==> src/rtl/prtt_pkg.sv <==
`timescale 1ns / 1ps
`default_nettype none

package prtt_pkg;

    // table geometry
    localparam int TABLE_DEPTH = 16;
    localparam int ID_BITS     = 32;
    localparam int IDX_W       = (TABLE_DEPTH > 1) ? $clog2(TABLE_DEPTH) : 1;
    localparam int CNT_W       = $clog2(TABLE_DEPTH + 1);

    typedef logic [ID_BITS-1:0] id_t;

    typedef enum logic [1:0] {
        OP_CREATE   = 2'd0,
        OP_COMPLETE = 2'd1,
        OP_CANCEL   = 2'd2,
        OP_EXPIRE   = 2'd3
    } op_t;

    typedef enum logic [2:0] {
        ST_CREATED     = 3'd0,
        ST_COMPLETED   = 3'd1,
        ST_NOT_FOUND   = 3'd2,
        ST_CANCELED    = 3'd3,
        ST_TIMED_OUT   = 3'd4,
        ST_EXPIRE_DONE = 3'd5,
        ST_TABLE_FULL  = 3'd6
    } status_t;

    // one table entry as held in memory
    typedef struct packed {
        id_t         id;
        logic [31:0] tag;
        logic        has_dl;
        logic [31:0] deadline;
    } entry_t;

    localparam int ENTRY_W = $bits(entry_t);

    // 32-bit port value to id width (zero extend or truncate)
    function automatic id_t to_id(logic [31:0] v);
        logic [ID_BITS+31:0] w;
        w = {{ID_BITS{1'b0}}, v};
        return w[ID_BITS-1:0];
    endfunction

    // id back to the 32-bit port width
    function automatic logic [31:0] from_id(id_t v);
        logic [ID_BITS+31:0] w;
        w = {32'd0, v};
        return w[31:0];
    endfunction

    // count to the 5-bit port width
    function automatic logic [4:0] cnt_to_port(logic [CNT_W-1:0] v);
        logic [CNT_W+4:0] w;
        w = {5'd0, v};
        return w[4:0];
    endfunction

endpackage

`default_nettype wire

==> src/rtl/prtt_req_if.sv <==
`timescale 1ns / 1ps
`default_nettype none

interface prtt_req_if;
    import prtt_pkg::*;

    logic        valid;
    logic        ready;
    op_t         opcode;
    logic [31:0] req_id;
    logic [31:0] timeout_ticks;
    logic [31:0] cont_tag;
    logic [31:0] now_time;

    modport source (
        output valid, opcode, req_id, timeout_ticks, cont_tag, now_time,
        input  ready
    );

    modport sink (
        input  valid, opcode, req_id, timeout_ticks, cont_tag, now_time,
        output ready
    );

endinterface

`default_nettype wire

==> src/rtl/prtt_rsp_if.sv <==
`timescale 1ns / 1ps
`default_nettype none

interface prtt_rsp_if;
    import prtt_pkg::*;

    logic        valid;
    logic        ready;
    status_t     status;
    logic [31:0] resp_id;
    logic [31:0] resp_tag;
    logic [4:0]  expired_count;
    logic [4:0]  occupancy;
    logic        last;

    modport source (
        output valid, status, resp_id, resp_tag, expired_count, occupancy, last,
        input  ready
    );

    modport sink (
        input  valid, status, resp_id, resp_tag, expired_count, occupancy, last,
        output ready
    );

endinterface

`default_nettype wire

==> src/rtl/pending_request_table_with_timeout_unit.sv <==
`timescale 1ns / 1ps
`default_nettype none

// Channel   Dir  Handshake     Payload
// req       in   valid/ready   opcode, req_id, timeout_ticks, cont_tag, now_time
// rsp       out  valid/ready   status, resp_id, resp_tag, expired_count,
//                              occupancy, last
//
// Complete and cancel walk the entry RAM one entry per cycle. An expire scan
// walks all entries once, then reads back each expired entry for its
// timed_out result and ends with the expire_done result. The entry RAM has
// a single read port, so the walks read one entry at a time.
// Reset clears all valid bits and sets the id counter to one; no RAM sweep.
// A stalled rsp holds the sequencer before its next result; the last result
// of a request sits in the output register while the next request is taken.

module pending_request_table_with_timeout_unit (
    input  wire logic clk,
    input  wire logic rst_n,
    prtt_req_if.sink   req,
    prtt_rsp_if.source rsp
);
    import prtt_pkg::*;

    localparam logic [IDX_W-1:0] LAST_IDX = IDX_W'(TABLE_DEPTH - 1);

    typedef enum logic [2:0] {
        S_IDLE,
        S_CREATE,
        S_WALK,     // issue reads, check previous entry
        S_DRAIN,    // check the final entry
        S_EMIT_RD,  // read next expired entry
        S_EMIT_DAT, // build its timed_out result
        S_PUT       // hand staged result to the output register
    } state_t;

    // lowest set bit of a vector
    function automatic logic [IDX_W-1:0] low_set(logic [TABLE_DEPTH-1:0] v);
        logic [IDX_W-1:0] r;
        r = '0;
        for (int i = TABLE_DEPTH - 1; i >= 0; i--)
        begin
            if (v[i])
            begin
                r = IDX_W'(i);
            end
        end
        return r;
    endfunction

    state_t                 state_reg, state_next;
    state_t                 after_reg, after_next;
    op_t                    op_reg, op_next;
    id_t                    rid_reg, rid_next;
    logic [31:0]            tmo_reg, tmo_next;
    logic [31:0]            tag_reg, tag_next;
    logic [31:0]            now_reg, now_next;
    logic [TABLE_DEPTH-1:0] valid_reg, valid_next;
    logic [CNT_W-1:0]       occ_reg, occ_next;
    id_t                    id_cnt_reg, id_cnt_next;
    logic [IDX_W-1:0]       ptr_reg, ptr_next;
    logic                   chk_reg, chk_next;
    logic [IDX_W-1:0]       chk_idx_reg, chk_idx_next;
    logic [TABLE_DEPTH-1:0] mask_reg, mask_next;
    logic [CNT_W-1:0]       cnt_reg, cnt_next;

    // staged result
    status_t                res_status_reg, res_status_next;
    logic [31:0]            res_id_reg, res_id_next;
    logic [31:0]            res_tag_reg, res_tag_next;
    logic [CNT_W-1:0]       res_cnt_reg, res_cnt_next;
    logic                   res_last_reg, res_last_next;

    // output register
    logic                   out_vld_reg, out_vld_next;
    status_t                out_status_reg, out_status_next;
    logic [31:0]            out_id_reg, out_id_next;
    logic [31:0]            out_tag_reg, out_tag_next;
    logic [4:0]             out_cnt_reg, out_cnt_next;
    logic [4:0]             out_occ_reg, out_occ_next;
    logic                   out_last_reg, out_last_next;

    // entry RAM
    logic                   mem_we;
    logic [IDX_W-1:0]       mem_waddr;
    entry_t                 mem_wdata;
    logic                   mem_re;
    logic [IDX_W-1:0]       mem_raddr;
    logic [ENTRY_W-1:0]     mem_rdata;
    entry_t                 rd_ent;

    logic [IDX_W-1:0]       free_idx;
    logic                   out_free;
    logic                   hit_id;
    logic                   hit_exp;
    id_t                    id_nxt;
    id_t                    id_use;
    logic [32:0]            dl_sum;

    prtt_ram #(
        .WIDTH (ENTRY_W),
        .DEPTH (TABLE_DEPTH)
    ) u_entry_ram (
        .clk   (clk),
        .we    (mem_we),
        .waddr (mem_waddr),
        .wdata (mem_wdata),
        .re    (mem_re),
        .raddr (mem_raddr),
        .rdata (mem_rdata)
    );

    assign rd_ent   = entry_t'(mem_rdata);
    assign free_idx = low_set(~valid_reg);
    assign out_free = !out_vld_reg || rsp.ready;

    // entry checks on the word read in the previous cycle
    assign hit_id  = valid_reg[chk_idx_reg] && (rd_ent.id == rid_reg);
    assign hit_exp = valid_reg[chk_idx_reg] && rd_ent.has_dl &&
                     (rd_ent.deadline <= now_reg);

    // next id, zero is skipped
    assign id_nxt = id_cnt_reg + id_t'(1);
    assign id_use = (id_cnt_reg == '0) ? id_nxt : id_cnt_reg;

    // deadline = now + timeout, saturating
    assign dl_sum = {1'b0, now_reg} + {1'b0, tmo_reg};

    assign req.ready         = (state_reg == S_IDLE);
    assign rsp.valid         = out_vld_reg;
    assign rsp.status        = out_status_reg;
    assign rsp.resp_id       = out_id_reg;
    assign rsp.resp_tag      = out_tag_reg;
    assign rsp.expired_count = out_cnt_reg;
    assign rsp.occupancy     = out_occ_reg;
    assign rsp.last          = out_last_reg;

    always_comb
    begin
        state_next      = state_reg;
        after_next      = after_reg;
        op_next         = op_reg;
        rid_next        = rid_reg;
        tmo_next        = tmo_reg;
        tag_next        = tag_reg;
        now_next        = now_reg;
        valid_next      = valid_reg;
        occ_next        = occ_reg;
        id_cnt_next     = id_cnt_reg;
        ptr_next        = ptr_reg;
        chk_next        = chk_reg;
        chk_idx_next    = chk_idx_reg;
        mask_next       = mask_reg;
        cnt_next        = cnt_reg;
        res_status_next = res_status_reg;
        res_id_next     = res_id_reg;
        res_tag_next    = res_tag_reg;
        res_cnt_next    = res_cnt_reg;
        res_last_next   = res_last_reg;
        out_vld_next    = out_vld_reg && !rsp.ready;
        out_status_next = out_status_reg;
        out_id_next     = out_id_reg;
        out_tag_next    = out_tag_reg;
        out_cnt_next    = out_cnt_reg;
        out_occ_next    = out_occ_reg;
        out_last_next   = out_last_reg;

        mem_we             = 1'b0;
        mem_waddr          = free_idx;
        mem_wdata.id       = id_use;
        mem_wdata.tag      = tag_reg;
        mem_wdata.has_dl   = (tmo_reg != '0);
        mem_wdata.deadline = (tmo_reg == '0) ? 32'd0 :
                             (dl_sum[32] ? '1 : dl_sum[31:0]);
        mem_re             = 1'b0;
        mem_raddr          = ptr_reg;

        case (state_reg)
            S_IDLE:
            begin
                if (req.valid)
                begin
                    op_next   = req.opcode;
                    rid_next  = to_id(req.req_id);
                    tmo_next  = req.timeout_ticks;
                    tag_next  = req.cont_tag;
                    now_next  = req.now_time;
                    ptr_next  = '0;
                    chk_next  = 1'b0;
                    mask_next = '0;
                    cnt_next  = '0;
                    if (req.opcode == OP_CREATE)
                    begin
                        state_next = S_CREATE;
                    end
                    else
                    begin
                        state_next = S_WALK;
                    end
                end
            end

            S_CREATE:
            begin
                res_cnt_next  = '0;
                res_last_next = 1'b1;
                after_next    = S_IDLE;
                state_next    = S_PUT;
                if (&valid_reg)
                begin
                    res_status_next = ST_TABLE_FULL;
                    res_id_next     = '0;
                    res_tag_next    = '0;
                end
                else
                begin
                    mem_we               = 1'b1;
                    valid_next[free_idx] = 1'b1;
                    occ_next             = occ_reg + CNT_W'(1);
                    id_cnt_next          = (id_cnt_reg == '0) ? id_nxt + id_t'(1) : id_nxt;
                    res_status_next      = ST_CREATED;
                    res_id_next          = from_id(id_use);
                    res_tag_next         = tag_reg;
                end
            end

            S_WALK, S_DRAIN:
            begin
                chk_next = 1'b0;
                if (state_reg == S_WALK)
                begin
                    mem_re       = 1'b1;
                    chk_next     = 1'b1;
                    chk_idx_next = ptr_reg;
                    if (ptr_reg == LAST_IDX)
                    begin
                        state_next = S_DRAIN;
                    end
                    else
                    begin
                        ptr_next = ptr_reg + IDX_W'(1);
                    end
                end

                if (op_reg == OP_EXPIRE)
                begin
                    if (chk_reg && hit_exp)
                    begin
                        valid_next[chk_idx_reg] = 1'b0;
                        mask_next[chk_idx_reg]  = 1'b1;
                        occ_next                = occ_reg - CNT_W'(1);
                        cnt_next                = cnt_reg + CNT_W'(1);
                    end
                    if (state_reg == S_DRAIN)
                    begin
                        state_next = S_EMIT_RD;
                    end
                end
                else
                begin
                    res_cnt_next  = '0;
                    res_last_next = 1'b1;
                    res_id_next   = from_id(rid_reg);
                    if (chk_reg && hit_id)
                    begin
                        valid_next[chk_idx_reg] = 1'b0;
                        occ_next                = occ_reg - CNT_W'(1);
                        chk_next                = 1'b0;
                        after_next              = S_IDLE;
                        state_next              = S_PUT;
                        if (op_reg == OP_COMPLETE)
                        begin
                            res_status_next = ST_COMPLETED;
                            res_tag_next    = (tag_reg != '0) ? tag_reg : rd_ent.tag;
                        end
                        else
                        begin
                            res_status_next = ST_CANCELED;
                            res_tag_next    = rd_ent.tag;
                        end
                    end
                    else if (state_reg == S_DRAIN)
                    begin
                        res_status_next = ST_NOT_FOUND;
                        res_tag_next    = '0;
                        after_next      = S_IDLE;
                        state_next      = S_PUT;
                    end
                end
            end

            S_EMIT_RD:
            begin
                if (mask_reg == '0)
                begin
                    res_status_next = ST_EXPIRE_DONE;
                    res_id_next     = '0;
                    res_tag_next    = '0;
                    res_cnt_next    = cnt_reg;
                    res_last_next   = 1'b1;
                    after_next      = S_IDLE;
                    state_next      = S_PUT;
                end
                else
                begin
                    mem_re                       = 1'b1;
                    mem_raddr                    = low_set(mask_reg);
                    mask_next[low_set(mask_reg)] = 1'b0;
                    state_next                   = S_EMIT_DAT;
                end
            end

            S_EMIT_DAT:
            begin
                res_status_next = ST_TIMED_OUT;
                res_id_next     = from_id(rd_ent.id);
                res_tag_next    = rd_ent.tag;
                res_cnt_next    = '0;
                res_last_next   = 1'b0;
                after_next      = S_EMIT_RD;
                state_next      = S_PUT;
            end

            S_PUT:
            begin
                // occupancy is final by the time any result gets here
                if (out_free)
                begin
                    out_vld_next    = 1'b1;
                    out_status_next = res_status_reg;
                    out_id_next     = res_id_reg;
                    out_tag_next    = res_tag_reg;
                    out_cnt_next    = cnt_to_port(res_cnt_reg);
                    out_occ_next    = cnt_to_port(occ_reg);
                    out_last_next   = res_last_reg;
                    state_next      = after_reg;
                end
            end

            default:
            begin
                state_next = S_IDLE;
            end
        endcase
    end

    always_ff @(posedge clk or negedge rst_n)
    begin
        if (!rst_n)
        begin
            state_reg      <= S_IDLE;
            after_reg      <= S_IDLE;
            op_reg         <= OP_CREATE;
            rid_reg        <= '0;
            tmo_reg        <= '0;
            tag_reg        <= '0;
            now_reg        <= '0;
            valid_reg      <= '0;
            occ_reg        <= '0;
            id_cnt_reg     <= id_t'(1);
            ptr_reg        <= '0;
            chk_reg        <= 1'b0;
            chk_idx_reg    <= '0;
            mask_reg       <= '0;
            cnt_reg        <= '0;
            res_status_reg <= ST_CREATED;
            res_id_reg     <= '0;
            res_tag_reg    <= '0;
            res_cnt_reg    <= '0;
            res_last_reg   <= 1'b0;
            out_vld_reg    <= 1'b0;
            out_status_reg <= ST_CREATED;
            out_id_reg     <= '0;
            out_tag_reg    <= '0;
            out_cnt_reg    <= '0;
            out_occ_reg    <= '0;
            out_last_reg   <= 1'b0;
        end
        else
        begin
            state_reg      <= state_next;
            after_reg      <= after_next;
            op_reg         <= op_next;
            rid_reg        <= rid_next;
            tmo_reg        <= tmo_next;
            tag_reg        <= tag_next;
            now_reg        <= now_next;
            valid_reg      <= valid_next;
            occ_reg        <= occ_next;
            id_cnt_reg     <= id_cnt_next;
            ptr_reg        <= ptr_next;
            chk_reg        <= chk_next;
            chk_idx_reg    <= chk_idx_next;
            mask_reg       <= mask_next;
            cnt_reg        <= cnt_next;
            res_status_reg <= res_status_next;
            res_id_reg     <= res_id_next;
            res_tag_reg    <= res_tag_next;
            res_cnt_reg    <= res_cnt_next;
            res_last_reg   <= res_last_next;
            out_vld_reg    <= out_vld_next;
            out_status_reg <= out_status_next;
            out_id_reg     <= out_id_next;
            out_tag_reg    <= out_tag_next;
            out_cnt_reg    <= out_cnt_next;
            out_occ_reg    <= out_occ_next;
            out_last_reg   <= out_last_next;
        end
    end

`ifndef ASSERT_OFF
    // occupancy counter tracks the valid bits
    a_occ_matches: assert property (@(posedge clk) disable iff (!rst_n)
        occ_reg == CNT_W'($countones(valid_reg)))
        else $error("occupancy counter out of step with valid bits");

    // only timed_out results leave the request open
    a_last_flag: assert property (@(posedge clk) disable iff (!rst_n)
        rsp.valid |-> (rsp.last == (rsp.status != ST_TIMED_OUT)))
        else $error("last flag does not match status");

    // expired count only on expire_done
    a_cnt_only_done: assert property (@(posedge clk) disable iff (!rst_n)
        (rsp.valid && rsp.status != ST_EXPIRE_DONE) |-> (rsp.expired_count == 5'd0))
        else $error("expired_count set outside expire_done");

    // created ids are never zero
    a_id_nonzero: assert property (@(posedge clk) disable iff (!rst_n)
        (rsp.valid && rsp.status == ST_CREATED) |-> (rsp.resp_id != 32'd0))
        else $error("zero id handed out");

    // an accepted request always starts work
    a_accept_leaves_idle: assert property (@(posedge clk) disable iff (!rst_n)
        (req.valid && req.ready) |=> (state_reg != S_IDLE))
        else $error("request accepted but sequencer stayed idle");
`endif

endmodule

`default_nettype wire

==> src/rtl/prtt_ram.sv <==
`timescale 1ns / 1ps
`default_nettype none

// simple dual-port RAM, one write and one registered read
module prtt_ram #(
    parameter int WIDTH = 8,
    parameter int DEPTH = 16,
    parameter int AW    = (DEPTH > 1) ? $clog2(DEPTH) : 1
) (
    input  wire logic             clk,
    input  wire logic             we,
    input  wire logic [AW-1:0]    waddr,
    input  wire logic [WIDTH-1:0] wdata,
    input  wire logic             re,
    input  wire logic [AW-1:0]    raddr,
    output logic      [WIDTH-1:0] rdata
);

    logic [WIDTH-1:0] mem [DEPTH];

    always_ff @(posedge clk)
    begin
        if (we)
        begin
            mem[waddr] <= wdata;
        end
        if (re)
        begin
            rdata <= mem[raddr];
        end
    end

endmodule

`default_nettype wire

==> src/flat_wrapper.sv <==
// flat-port wrapper written by rule: the top's interface ports become plain ports
module pending_request_table_with_timeout_unit_flat import prtt_pkg::*;
  (clk, rst_n, req_valid, req_opcode, req_req_id, req_timeout_ticks, req_cont_tag, req_now_time, req_ready, rsp_valid, rsp_status, rsp_resp_id, rsp_resp_tag, rsp_expired_count, rsp_occupancy, rsp_last, rsp_ready);
  prtt_req_if req_i ();
  prtt_rsp_if rsp_i ();
  input  wire logic clk;
  input  wire logic rst_n;
  input wire logic [$bits(req_i.valid)-1:0] req_valid;
  input wire logic [$bits(req_i.opcode)-1:0] req_opcode;
  input wire logic [$bits(req_i.req_id)-1:0] req_req_id;
  input wire logic [$bits(req_i.timeout_ticks)-1:0] req_timeout_ticks;
  input wire logic [$bits(req_i.cont_tag)-1:0] req_cont_tag;
  input wire logic [$bits(req_i.now_time)-1:0] req_now_time;
  output wire logic [$bits(req_i.ready)-1:0] req_ready;
  output wire logic [$bits(rsp_i.valid)-1:0] rsp_valid;
  output wire logic [$bits(rsp_i.status)-1:0] rsp_status;
  output wire logic [$bits(rsp_i.resp_id)-1:0] rsp_resp_id;
  output wire logic [$bits(rsp_i.resp_tag)-1:0] rsp_resp_tag;
  output wire logic [$bits(rsp_i.expired_count)-1:0] rsp_expired_count;
  output wire logic [$bits(rsp_i.occupancy)-1:0] rsp_occupancy;
  output wire logic [$bits(rsp_i.last)-1:0] rsp_last;
  input wire logic [$bits(rsp_i.ready)-1:0] rsp_ready;
  assign req_i.valid = req_valid;
  assign req_i.opcode = req_opcode;
  assign req_i.req_id = req_req_id;
  assign req_i.timeout_ticks = req_timeout_ticks;
  assign req_i.cont_tag = req_cont_tag;
  assign req_i.now_time = req_now_time;
  assign req_ready = req_i.ready;
  assign rsp_valid = rsp_i.valid;
  assign rsp_status = rsp_i.status;
  assign rsp_resp_id = rsp_i.resp_id;
  assign rsp_resp_tag = rsp_i.resp_tag;
  assign rsp_expired_count = rsp_i.expired_count;
  assign rsp_occupancy = rsp_i.occupancy;
  assign rsp_last = rsp_i.last;
  assign rsp_i.ready = rsp_ready;
  pending_request_table_with_timeout_unit u_core (.clk(clk), .rst_n(rst_n), .req(req_i), .rsp(rsp_i));
endmodule
==> config.mk <==
export PLATFORM = sky130hd
export DESIGN_NAME = pending_request_table_with_timeout_unit_flat
export DESIGN_NICKNAME = d
export VERILOG_FILES = /design/src/rtl/prtt_pkg.sv /design/src/rtl/prtt_req_if.sv /design/src/rtl/prtt_rsp_if.sv /design/src/rtl/pending_request_table_with_timeout_unit.sv /design/src/rtl/prtt_ram.sv /design/src/flat_wrapper.sv
export SDC_FILE = /design/constraint.sdc
export NUM_CORES = 2
export LEC_CHECK = 0
export ABC_CLOCK_PERIOD_IN_PS = 22500
export BUFFER_PORTS_ARGS = -buffer_cell sky130_fd_sc_hd__buf_2
export CORE_MARGIN = 2
export CORE_UTILIZATION = 65
export CTS_BUF_LIST = sky130_fd_sc_hd__clkbuf_2 sky130_fd_sc_hd__clkbuf_4 sky130_fd_sc_hd__clkbuf_8
export DETAILED_ROUTE_END_ITERATION = 7
export PLACE_DENSITY = 0.84
export REMOVE_ABC_BUFFERS = 1
export SYNTH_ARGS = -nofsm -noshare
export SYNTH_HDL_FRONTEND = slang
export SYNTH_SLANG_ARGS = --single-unit
==> constraint.sdc <==
create_clock -name clk -period 22.5 [get_ports clk]
set_input_delay 2.25 -clock clk [delete_from_list [all_inputs] [get_ports clk]]
set_output_delay 2.25 -clock clk [all_outputs]
set_load 0.02 [all_outputs]
Yosys cells after proc, flatten, opt, wreduce, memory -nomap -nowiden

Memories as Yosys holds them, arrays and structs flattened. A register that Yosys moved wholly into a read port is not among the register bits.
Index checks and enable logic that the tools add are counted.

Add/subtract/negate cells: 7
Order comparisons: 7
Eq/ne operators: 23
Mux-type cells: 124
Bitwise logic cells: 8
Reduce and logical (&&, ||, !) cells: 40

Operator list:

| kind                                                                  | count |
|---|---|
| 32-bit 2-to-1 mux                                                     | 13 |
| 32-bit one-hot mux with 4 select lines                                | 2 |
| 4-bit 2-to-1 mux                                                      | 39 |
| 16-bit 2-to-1 mux                                                     | 8 |
| 32-bit by 1-bit adder with 32-bit output (second input constant)      | 2 |
| 32-bit zero test                                                      | 2 |
| 32-bit nonzero test                                                   | 2 |
| 3-bit 2-to-1 mux                                                      | 17 |
| 16-bit inverter                                                       | 3 |
| 16-bit one-hot mux with 3 select lines                                | 1 |
| 5-bit 2-to-1 mux                                                      | 9 |
| 32-bit by 32-bit adder with 33-bit output                             | 1 |
| 16-bit AND                                                            | 2 |
| 32-bit equality test                                                  | 1 |
| 32-bit less-or-equal comparator                                       | 1 |
| 16-bit bitwise OR                                                     | 2 |
| 16-bit one-hot mux with 2 select lines                                | 1 |
| 3-bit one-hot mux with 4 select lines                                 | 2 |
| 5-bit one-hot mux with 2 select lines                                 | 2 |
| 1-bit 2-to-1 mux                                                      | 17 |
| 16-bit zero test                                                      | 1 |
| 16-bit AND reduction                                                  | 1 |
| 4-bit AND reduction                                                   | 4 |
| 4-bit by 5-bit < comparator with 1-bit output (second input constant) | 3 |
| other kinds (35)                                                      | 73 |

Bits in registers: 371
RAM bits: 1552
Input port bits: 134
Memories kept: 1

Memories:

| memory                 | depth | bits a word | rd ports | clocked after Yosys merged registers in | wr ports | RTL line       | RTL |
|---|---|---|---|---|---|---|---|
| u_core.u_entry_ram.mem | 16    | 97          | 1        | 1                                       | 1        | prtt_ram.sv:19 | `logic [WIDTH-1:0] mem [DEPTH];` |

Logic depth before layout (Yosys ltp)

Depth in word-level cells: 26
Depth in mapped cells: 13
Gate-level depth less buffers: 12

Modules after synthesis

From an unflattened synthesis, not the netlist that was laid out.

Cell total of the unflattened synthesis: 4296
Area, all modules: 80129.4 µm²

Modules (own cells, without submodules):

| module                                  | times used | cells each | area each (µm²) | seq. area each (µm²) |
|---|---|---|---|---|
| prtt_ram                                | 1          | 2484       | 60838.3         | 49517.5 |
| pending_request_table_with_timeout_unit | 1          | 1812       | 19291.0         | 9235.1 |

Worst setup path before layout

OpenSTA, ideal clock, no wires.

Path kind: flip-flop to flip-flop
From: register u_core.state_reg[1]
To: register u_core.valid_reg[10]
Setup time: 0.090 ns
Arrival time: 8.990 ns
Slack: 13.420 ns
Stages on the path, launching flop included: 8
Path buffers: 1
Clock period less this slack: 9.080 ns
Cell sequence: dfrtp_1 -> buf_2 -> nor3b_1 -> nand3_1 -> nor2_1 -> nand3_1 -> nor3_1 -> o32a_1

Word-level cells in the longest chain between the ends: 4
Elaborated cells on any way between the ends: 10
Those cells by class: eq/ne: 6; mux: 1; reduce/logical: 3

RTL lines:

| item                                                    | RTL line                                       | RTL |
|---|---|---|
| from (decl)                                             | pending_request_table_with_timeout_unit.sv:51  | `state_t state_reg, state_next;` |
| from (signal assigned)                                  | pending_request_table_with_timeout_unit.sv:381 | `state_reg <= state_next;` |
| 3-bit by 2-bit equality test with 1-bit output          | pending_request_table_with_timeout_unit.sv:178 | `case (state_reg)` |
| 2-bit OR reduction                                      | pending_request_table_with_timeout_unit.sv:178 |  |
| 3-bit inequality test (no line) (tied with other cells) | -                                              |  |
| 4-bit AND reduction (no line)                           | -                                              |  |
| to (signal assigned)                                    | pending_request_table_with_timeout_unit.sv:388 | `valid_reg <= valid_next;` |
| to (decl)                                               | pending_request_table_with_timeout_unit.sv:58  | `logic [TABLE_DEPTH-1:0] valid_reg, valid_next;` |

Parallel ways exist; a longest one is shown, timed or not.
A chain may end at the register's enable or synchronous reset.

Worst setup path in the final report

From: register u_core.state_reg[2]
To: register u_core.u_entry_ram.rdata[60], read port of u_core.u_entry_ram.mem (data pin)

Word-level cells in the longest chain between the ends: 3
Elaborated cells on any way between the ends: 7
Those cells by class: eq/ne: 3; mux: 3; reduce/logical: 1

RTL lines:

| item                                                              | RTL line                                                                                       | RTL |
|---|---|---|
| 3-bit by 2-bit equality test with 1-bit output (on tied branches) | pending_request_table_with_timeout_unit.sv:178, pending_request_table_with_timeout_unit.sv:230 |  |
| 1-bit 2-to-1 mux or 2-bit OR reduction (tied branches)            | pending_request_table_with_timeout_unit.sv:230, pending_request_table_with_timeout_unit.sv:178 |  |
| 1-bit one-hot mux with 2 select lines                             | pending_request_table_with_timeout_unit.sv:178                                                 |  |
| to (decl)                                                         | prtt_ram.sv:16                                                                                 | `output logic [WIDTH-1:0] rdata` |

Parallel ways exist; a longest one is shown, timed or not.

==> metrics.md <==
| Metric | Value |
|---|---|
| Vias per inst | `6.59` |
| CP peak stage delay | `950 ps` |
| Area Overhead vs Synth | `10.4%` |
| Pleak | `34.1 nW` |
| Crit-path cells | `nand2_1 > nor2_4 > mux2i_4 > buf_4 > buf_4 > buf_4 > buf_12 > mux2i_1 > a32oi_1 > nand4_1 > o21ai_0` |
| Final core utilization | `72.3%` |
| Clk buf depth | `4` |
| CTS buffer count | `324` |
| Yosys warnings | `0` |
| Pin count of the biggest net entering global routing | `172` |
| Cell area after synthesis | `82,100 µm²` |
| Pwr Total | `12.9 mW` |
| Normalized max-slew margin | `13.6%` |
| PortBufs | `213` |
| Max reg flops | `1,552` |
| Hold path depth | `1` |
| Worst path arrival time | `7240 ps` |
| Largest registers | `u_core.u_entry_ram.mem (1552), u_core.u_entry_ram.rdata (97)` |
| GRT Total Usage | `33.3%` |
| Least-Margin Pin Slew | `1300 ps` |
| Wirelength per Cell | `25.6 µm` |
| Row Count | `130` |
| Die H | `359 µm` |
| I/O pins | `214` |
| Placed cells | `7,938` |
| Asr flop ratio synth | `18.3%` |
| Finished Layout Cells | `8,508` |
| Initial antenna violation count | `1` |
| DRT iter0 DRCs | `9,224` |
| Status | `finished clean` |
| Avg Inst Size Synth | `12.8 µm²` |
| Dominant cell type by count on the critical path | `buf_4` |
| EDFF count, synth | `1,649` |
| Layout cells sized above 1 | `14.1%` |
| Worst path required time | `23,180 ps` |
| Synthesized instance count | `6,397` |
| Crit. End Element | `flop` |
| Post-synthesis sequential area ratio | `71.6%` |
| Post-CTS setup repair buffer count | `0` |
| Fillers | `7,474` |
| Sink Count | `2,018` |
| Starting Density | `65.4%` |
| DRC | `0` |
| Post-CTS Hold Fix Bufs | `0` |
| Root Buffer | `clkbuf_8` |
| Total core area | `125,000 µm²` |
| Startpoint types | `flop` |
| Cell variety after synth | `83` |
| Area leader, netlist | `edfxtp_1` |
| Hold Path Class | `reg -> reg` |
| FMAX | `153 MHz` |
| Htree depth | `5` |
| Ranking of synthesized cells by area | `edfxtp_1, dfrtp_1, nand2_1` |
| Worst-case reg-to-reg path depth | `11` |
| Crit-path slowest cell | `buf_4` |
| Yosys reg bits | `2,018` |
| Pins over their slew limit | `0` |
| Post-route antenna net violation count | `0` |
| Setup Viol. Count Final | `0` |
| Clk_lat worst skew | `1030 ps` |
| Drt pass-1 iters | `8` |
| Hpwl dp | `114,000 µm` |
| GP Congestion | `0.896` |
| Die width | `359 µm` |
| Worst-path fanout max | `163` |
| Worst clock skew | `94.4 ps` |
| CTS tree | `yes` |
| Largest reg by FF count | `u_core.u_entry_ram.mem` |
| Routed Wire Length | `218,000 µm` |
| Synth Flop Type | `edfxtp_1` |
| Peak supply drop | `153 µV` |
| RSZ-0062 raised after global routing | `no` |
| First-pass GRT wire length | `326,000 µm` |
| Top-area cell type share of the netlist area | `60.3%` |
| Vias in the first global route | `55,500` |
| Grt ovf | `0` |
| Period utilisation layout | `29.1%` |
| Final hold viol count | `0` |
| Post_cts resized | `0` |
| Tmin final | `6550 ps` |
| Vias | `56,100` |
| Crit Path Category | `reg -> reg` |
| Worst-path clk slew | `60 ps` |
| Final net count | `6,823` |
| Max-Cap Viols | `0` |
| P per Cell Area | `142 nW/µm²` |
| Full die area | `129,000 µm²` |
## cells by family after synthesis
group / after synthesis / share of synthesized area [%]
AO/OA/AOI/OAI: 836 / 6.91
AND/OR/NAND/NOR: 2703 / 14.2
buffers and inverters: 478 / 2.54
multiplexers: 191 / 2.57
flip-flops: 2018 / 71.6
adder cells (fa/ha/maj): 75 / 1.16
XOR/XNOR: 96 / 1.02
## synthesized netlist by cell type, types with 80 or more instances
cell	count
clkbuf_1	263
mux2i_1	98
o21ai_0	145
a31oi_1	119
buf_2	102
a21oi_1	124
edfxtp_1	1649
o21ai_1	80
a32oi_1	98
dfrtp_1	368
mux2_2	84
nor2_1	111
nand3_1	424
a311oi_1	97
nand2_1	1800
nand4_1	120
and3_1	108
## worst max-delay path, delay by kind of cell, from the launching register on
| kind | cells | cell delay [ps] |
|---|---|---|
| flip-flops | 1 | 750 |
| buffers and inverters | 4 | 3180 |
| AND/OR/NAND/NOR | 3 | 1100 |
| AO/OA/AOI/OAI | 2 | 200 |
| multiplexers | 2 | 590 |
## layout by cell type (no fill, tap or decap), drive strengths merged, types with 8 or more instances in the layout
cell    count
xnor2      36
dfrtp     368
clkinv     92
a22oi      37
inv        60
clkbuf    462
nand4     120
and2       13
a31oi     119
xor2       60
nand3     424
nand2b     10
mux2       86
nor2b      16
a21o       28
a21oi     124
ha         73
and3      108
mux2i     100
and4        8
nor3       30
a311oi     97
nor4       37
a222oi     32
a32oi      98
nand2    1802
or3         8
edfxtp   1649
o31ai      12
buf       310
nor2      116
o21ai     225
## final timing paths
check | endpoint | from | slack, ps
hold reg to reg | u_core.rsp.expired_count[4]$_DFFE_PN0P_ | u_core.res_cnt_reg[4]$_DFFE_PN0P_ | 420
setup reg to reg | u_core.u_entry_ram.rdata[60]$_DFFE_PP_ | u_core.state_reg[2]$_DFFE_PN0P_ | 15950
max in group asynchronous | u_core.tmo_reg[17]$_DFFE_PN0P_ | rst_n | 18950
setup / recovery | u_core.u_entry_ram.rdata[60]$_DFFE_PP_ | u_core.state_reg[2]$_DFFE_PN0P_ | 15950
min in group asynchronous | u_core.rsp.expired_count[4]$_DFFE_PN0P_ | rst_n | 1330
hold / removal | u_core.rsp.expired_count[4]$_DFFE_PN0P_ | u_core.res_cnt_reg[4]$_DFFE_PN0P_ | 420
## cell type report
class | count | area, µm² | share of cell area, %
sequential | 2018 | 58800 | 64.8
multi-input combinational | 3901 | 21500 | 23.7
clock buffer | 462 | 5670 | 6.26
tap | 1650 | 2060 | 2.28
timing repair buffer | 310 | 1840 | 2.03
clock inverter | 104 | 587 | 0.648
inverter | 59 | 221 | 0.244
antenna | 4 | 10.0 | 0.0110
## per-layer routing
layer / wire length (µm) / GRT usage [%] / vias to the layer above
met4: 11600 / 17.3 / 0
met1: 75400 / 43.2 / 26900
li1: - / - / 23900
met5: 0 / 0 / -
met2: 103000 / 53.3 / 4415
met3: 27900 / 7.39 / 854
## where the power goes
group | internal, mW | total, mW | switching, mW
clock network | 1.67 | 3.07 | 1.39
logic | 1.23 | 4.23 | 3.00
registers | 5.15 | 5.56 | 0.415
total | 8.05 | 12.9 | 4.81
## metrics by stage
stage	setup WS (ps)	hold WS [ps]	TNS, ps	instance area (µm²)
after floorplan	-6830	436	-647600	80200
after global placement	16410	454	0	84300
after detailed placement	16190	463	0	84300
after CTS	16140	425	0	90600
after global routing	15700	441	0	90600
final	15950	415	0	90600
Power figures use the tool's default switching activity.
